===== config.mk =====
export PLATFORM = sky130hd
export DESIGN_NAME = eavt_queue
export DESIGN_NICKNAME = d
export VERILOG_FILES = /design/src/design/eavt_pkg.sv /design/src/design/eavt_queue.sv
export SDC_FILE = /design/constraint.sdc
export NUM_CORES = 1
export LEC_CHECK = 0
export ABC_CLOCK_PERIOD_IN_PS = 5150
export BUFFER_PORTS_ARGS = -buffer_cell sky130_fd_sc_hd__buf_2
export CAP_MARGIN = 40
export CORE_MARGIN = 8
export CORE_UTILIZATION = 54
export CTS_BUF_LIST = sky130_fd_sc_hd__clkbuf_2 sky130_fd_sc_hd__clkbuf_4 sky130_fd_sc_hd__clkbuf_8
export CTS_CLUSTER_DIAMETER = 120
export DETAILED_ROUTE_END_ITERATION = 10
export HOLD_SLACK_MARGIN = 0.08
export PLACE_DENSITY = 0.92
export SLEW_MARGIN = 0
export SYNTH_ARGS = -nofsm -noshare
export SYNTH_HDL_FRONTEND = slang
export SYNTH_SLANG_ARGS = --single-unit

===== constraint.sdc =====
create_clock -name clk_i -period 5.15 [get_ports clk_i]
set_clock_uncertainty 0.2 [all_clocks]
set_input_delay 0.515 -clock clk_i [delete_from_list [all_inputs] [get_ports clk_i]]
set_output_delay 0.515 -clock clk_i [all_outputs]
set_load 0.01 [all_outputs]

===== src/design/eavt_pkg.sv =====
// Package for the epoch-aged value tag table: request and result structs,
// queue command type, operation and outcome codes, tag layout constants.
// No dependencies.
package eavt_pkg;

  typedef struct packed {
    logic [2:0]  operation;
    logic [23:0] address;
    logic [15:0] word_value;
    logic        pack_art;
    logic [11:0] ram_page;
    logic [7:0]  epoch_in;
  } in_t;

  typedef struct packed {
    logic [1:0]  outcome;
    logic        has_content;
    logic        repl_art;
    logic [19:0] word_index;
    logic        stored;
    logic        was_live;
    logic [7:0]  epoch_now;
  } out_t;

  localparam logic [2:0] OP_STORE   = 3'd0;
  localparam logic [2:0] OP_LOOKUP  = 3'd1;
  localparam logic [2:0] OP_TICK    = 3'd2;
  localparam logic [2:0] OP_RESTAMP = 3'd3;
  localparam logic [2:0] OP_SET_EP  = 3'd4;
  localparam logic [2:0] OP_INVAL   = 3'd5;

  localparam logic [1:0] OC_HIT      = 2'd0;
  localparam logic [1:0] OC_VAL_MISS = 2'd1;
  localparam logic [1:0] OC_EP_MISS  = 2'd2;
  localparam logic [1:0] OC_NO_PAGE  = 2'd3;

  localparam logic CFG_HIRES = 1'b0;
  localparam logic CFG_MAXP  = 1'b1;

  // Tag word: value, valid, epoch, pack-art flag.
  localparam int TAG_W        = 26;
  localparam int TAG_VALID_B  = 16;
  localparam int TAG_EP_LO    = 17;
  localparam int TAG_REPL_B   = 25;
  localparam int WORD_W       = 12;   // words per page: 4096
  localparam int EPOCH_WINDOW = 16;

  typedef enum logic [2:0] {
    K_NOP,
    K_STORE,
    K_ALLOC_STORE,
    K_LOOKUP,
    K_CLEAR_ALL,
    K_RESTAMP
  } kind_e;

  typedef struct packed {
    kind_e       kind;
    out_t        res;    // result fields known up front
    logic [7:0]  page;
    logic        half;   // restamp: upper half of the page
    logic [15:0] value;
    logic        pack;
  } cmd_t;

endpackage


===== src/design/eavt_queue.sv =====
// Two-entry command queue between the front and the back end.
// Depends on eavt_pkg for the command type.
module eavt_queue (
  input  logic          clk_i,
  input  logic          rst_ni,
  input  logic          push_i,
  input  eavt_pkg::cmd_t push_data_i,
  input  logic          pop_i,
  output eavt_pkg::cmd_t head_o,
  output logic          full_o,
  output logic          empty_o
);
  import eavt_pkg::*;

  cmd_t       slot_q [2];
  logic       rd_ptr_q, wr_ptr_q;
  logic [1:0] count_q;

  always_ff @(posedge clk_i or negedge rst_ni) begin
    if (!rst_ni) begin
      rd_ptr_q <= 1'b0;
      wr_ptr_q <= 1'b0;
      count_q  <= 2'd0;
    end else begin
      if (push_i) begin
        wr_ptr_q <= ~wr_ptr_q;
      end
      if (pop_i) begin
        rd_ptr_q <= ~rd_ptr_q;
      end
      count_q <= count_q + 2'(push_i) - 2'(pop_i);
    end
  end

  always_ff @(posedge clk_i) begin
    if (push_i) begin
      slot_q[wr_ptr_q] <= push_data_i;
    end
  end

  assign head_o  = slot_q[rd_ptr_q];
  assign full_o  = (count_q == 2'd2);
  assign empty_o = (count_q == 2'd0);
endmodule


==> reports/qor.yml <==
status:
  outcome: "finished clean"
drt:
  drt-total-wl_microns: 9710
  firstDrtPassIters: 4
  wl_per_cell_microns: 18.1
  drc: 0
  vias: 2598
  drt-initial-drc-count: 52
  via_per_inst: 4.84
  drtAntennaViolNets: 0
sta:
  period_needed_ps: 3160
  period_share_pct: 61.3
  final_max_slew_viol_count: 0
  max_freq_ghz: 0.317
  fin_tns_setup_ps: 0
  max-slew-margin-rel_pct: 43.3
  rsz0062_at_grt: "false"
  setup_ws_ps: 1990
  hold_viol: 0
  worstMarginPinSlew_ps: 849
  finalSetupViolCount: 0
clock_network:
  cts_buffer_depth: 2
  cts.sinks: 130
  htreeDepth: 4
  clk_latency_ps: 400
  ctsResizeCount: 0
  cts_tree: "done"
  path_clk_slew_ps: 70
  root_buffer: "clkbuf_8"
  numCtsBuffers: 17
synthesis:
  syn_avg_cell_area_sq_um: 23.9
  synthCells: 211
  syn_area_sq_um: 5040
  synth.distinct_cells: 13
  synth-seq-area-share_pct: 77.0
  ys_ff_latch: 130
  yosysWarnings: 0
  syn_nets: 280
global_route:
  grt_util_met2_pct: 28.6
  grt_most_used_layer: "met2"
  grt_util_all_layers_pct: 15.5
  antenna_found_initial: 0
  grt_pass1_vias: 3008
  grt_pass1_wl_microns: 15000
  grt_overflow_total: 0
  grt_max_degree: 64
  grt_use_met1_pct: 15.1
  use_met3_pct: 6.17
setup_path:
  reg2reg_slack_ps: 2890
  timing.rr.end: "slot_q[0][56]"
  cp-start-kind: "register"
  r2r-start: "wr_ptr_q"
  worstPathRequired_ps: 4430
  cp-end-kind: "primary output"
  ff2ff_path_depth: 2
  cp_max_fo: 33
  path_class: "reg -> out"
  critPathArrivalTime_ps: 2440
pwr:
  clkPwrFrac_pct: 26.0
  p_sw_uw: 981
  pwr-share-comb_pct: 30.0
  p_int_mw: 2.51
  p_per_area_nw_per_um2: 519
  ir_worst_vdd_uv: 330
  sw_frac_of_total_pct: 28.1
  p_seq_share_pct: 44.0
  p_leak_nw: 2.77
die:
  start_util_pct: 55.1
  die_h_microns: 113
  core-area_sq_um: 9150
  core.rowCount: 35
  die_w_microns: 113
  die_area_sq_um: 12700
  pin_count: 132
placed_design:
  gp_congestion: 0.650
  place_ws_ps: 2380
  placed_area_sq_um: 5740
  hpwlAfterDp_microns: 6210
  port_buffers: 131
worst_hold_path:
  min_to: "slot_q[0][27]"
  hold_class: "in -> reg"
  hold_start: "push_data_i[27]"
  holdPathStages: 1
cells_and_area:
  ff_latch_area_sq_um: 3890
  syn2layout_area_growth_pct: 33.5
  fill_cells: 558
  multi_input_area_sq_um: 1030
  diodes: 0
  layout.nets: 482
  final_cell_area_sq_um: 6730
  drive_above_1_share_pct: 54.0
run:
  drv_cap: 0
==> Yosys cell counts <==
library cell / instances / area (sq um)
mux2_4: 59 / 886
edfxtp_1: 126 / 3780
xor2_1: 2 / 17.5
ha_1: 2 / 25.0
xor3_1: 1 / 23.8
nor2b_1: 2 / 12.5
mux2_2: 4 / 45.0
dfrtp_1: 4 / 100
buf_12: 6 / 120
and2_1: 1 / 6.26
buf_6: 1 / 11.3
inv_1: 2 / 7.51
nor2_1: 1 / 3.75
==> critical path, cell delays in order (launching register included) <==
cell and delay [ps]:
dfrtp_4 820, buf_4 620, mux2_2 420, buf_2 150
==> logic make-up (layout without fill, tap and decap cells) <==
group,count (synthesis),count (layout),share of synthesized area (%)
xor gates and xnor gates,3,3,0.819
DFF,130,130,77.0
buffers and inverters,9,224,2.75
and+or+nand+nor,4,4,0.447
adders and majority gates,2,2,0.496
muxes,63,63,18.5
==> registers in the layout (all words and copies together), names as in the netlist <==
name and flops:
slot_q 126, rd_ptr_q 1, wr_ptr_q 1, count_q 2
==> cell usage in the layout, fill, tap and decap left out <==
cell type,synthesis,layout
and2_2,0,1
buf_2,0,131
buf_4,0,3
bufinv_16,0,4
clkbuf_4,0,1
clkbuf_8,0,17
clkinv_1,0,2
clkinv_2,0,2
clkinv_4,0,3
clkinvlp_4,0,2
dfrtp_1,4,3
dfrtp_4,0,1
dlygate4sd3_1,0,56
edfxtp_1,126,126
ha_1,2,2
inv_1,2,2
inv_6,0,1
mux2_2,4,4
mux2_4,59,59
nor2_1,1,1
nor2b_1,2,1
nor2b_4,0,1
xor2_1,2,2
xor3_1,1,1
==> stage by stage <==
stage               hold slack, ps  cells  power, mW  utilization [%]
global route                  81.1    537       3.64             73.5
CTS                           80.1    536       3.53             73.4
global placement               124    449       2.54             62.7
finish                         105    537       3.49             73.5
floorplan                     19.4    211       2.32                -
detailed placement             128    449       2.59             62.7
==> routing by layer <==
metal,vias up,share of wire [%]
met5,-,0
met4,0,0.82
met3,9,7.2
met2,86,54
met1,1266,37
li1,1237,-
==> power groups by stage <==
stage | registers (mW) | logic [mW] | clock network [mW]
2_1_floorplan | 1.48 | 0.840 | 0
3_3_place_gp | 1.54 | 1.00 | 0
3_5_place_dp | 1.56 | 1.03 | 0
4_1_cts | 1.54 | 1.06 | 0.933
5_1_grt | 1.56 | 1.11 | 0.972
6_report | 1.54 | 1.05 | 0.909
==> what timing repair did <==
| action | 4_1_cts | 5_1_grt |
|---|---|---|
| setup endpoints to repair | 0 | 0 |
| setup buffers | 0 | 0 |
| endpoints found under the hold margin | 106 | 1 |
| hold buffers | 55 | 1 |
==> worst max path at each step <==
stage | slack [ps] | from | depth (start not counted) | endpoint
floorplan | 1170 | push_i | 1 | slot_q[0][0]
global placement | 2450 | rd_ptr_q | 3 | head_o[2]
detailed placement | 2380 | rd_ptr_q | 3 | head_o[2]
CTS | 1930 | rd_ptr_q | 3 | head_o[2]
global route | 1870 | rd_ptr_q | 3 | head_o[2]
finish | 1990 | rd_ptr_q | 3 | head_o[2]
==> area by class of cell <==
class	count	area share, %
Clock buffer	18	3.59
Inverter	2	0.112
Timing Repair Buffer	190	18.4
Tap cell	111	2.06
Multi-Input combinational cell	72	15.3
Clock inverter	14	2.79
Sequential cell	130	57.8
(Power assumes the default switching activity.)
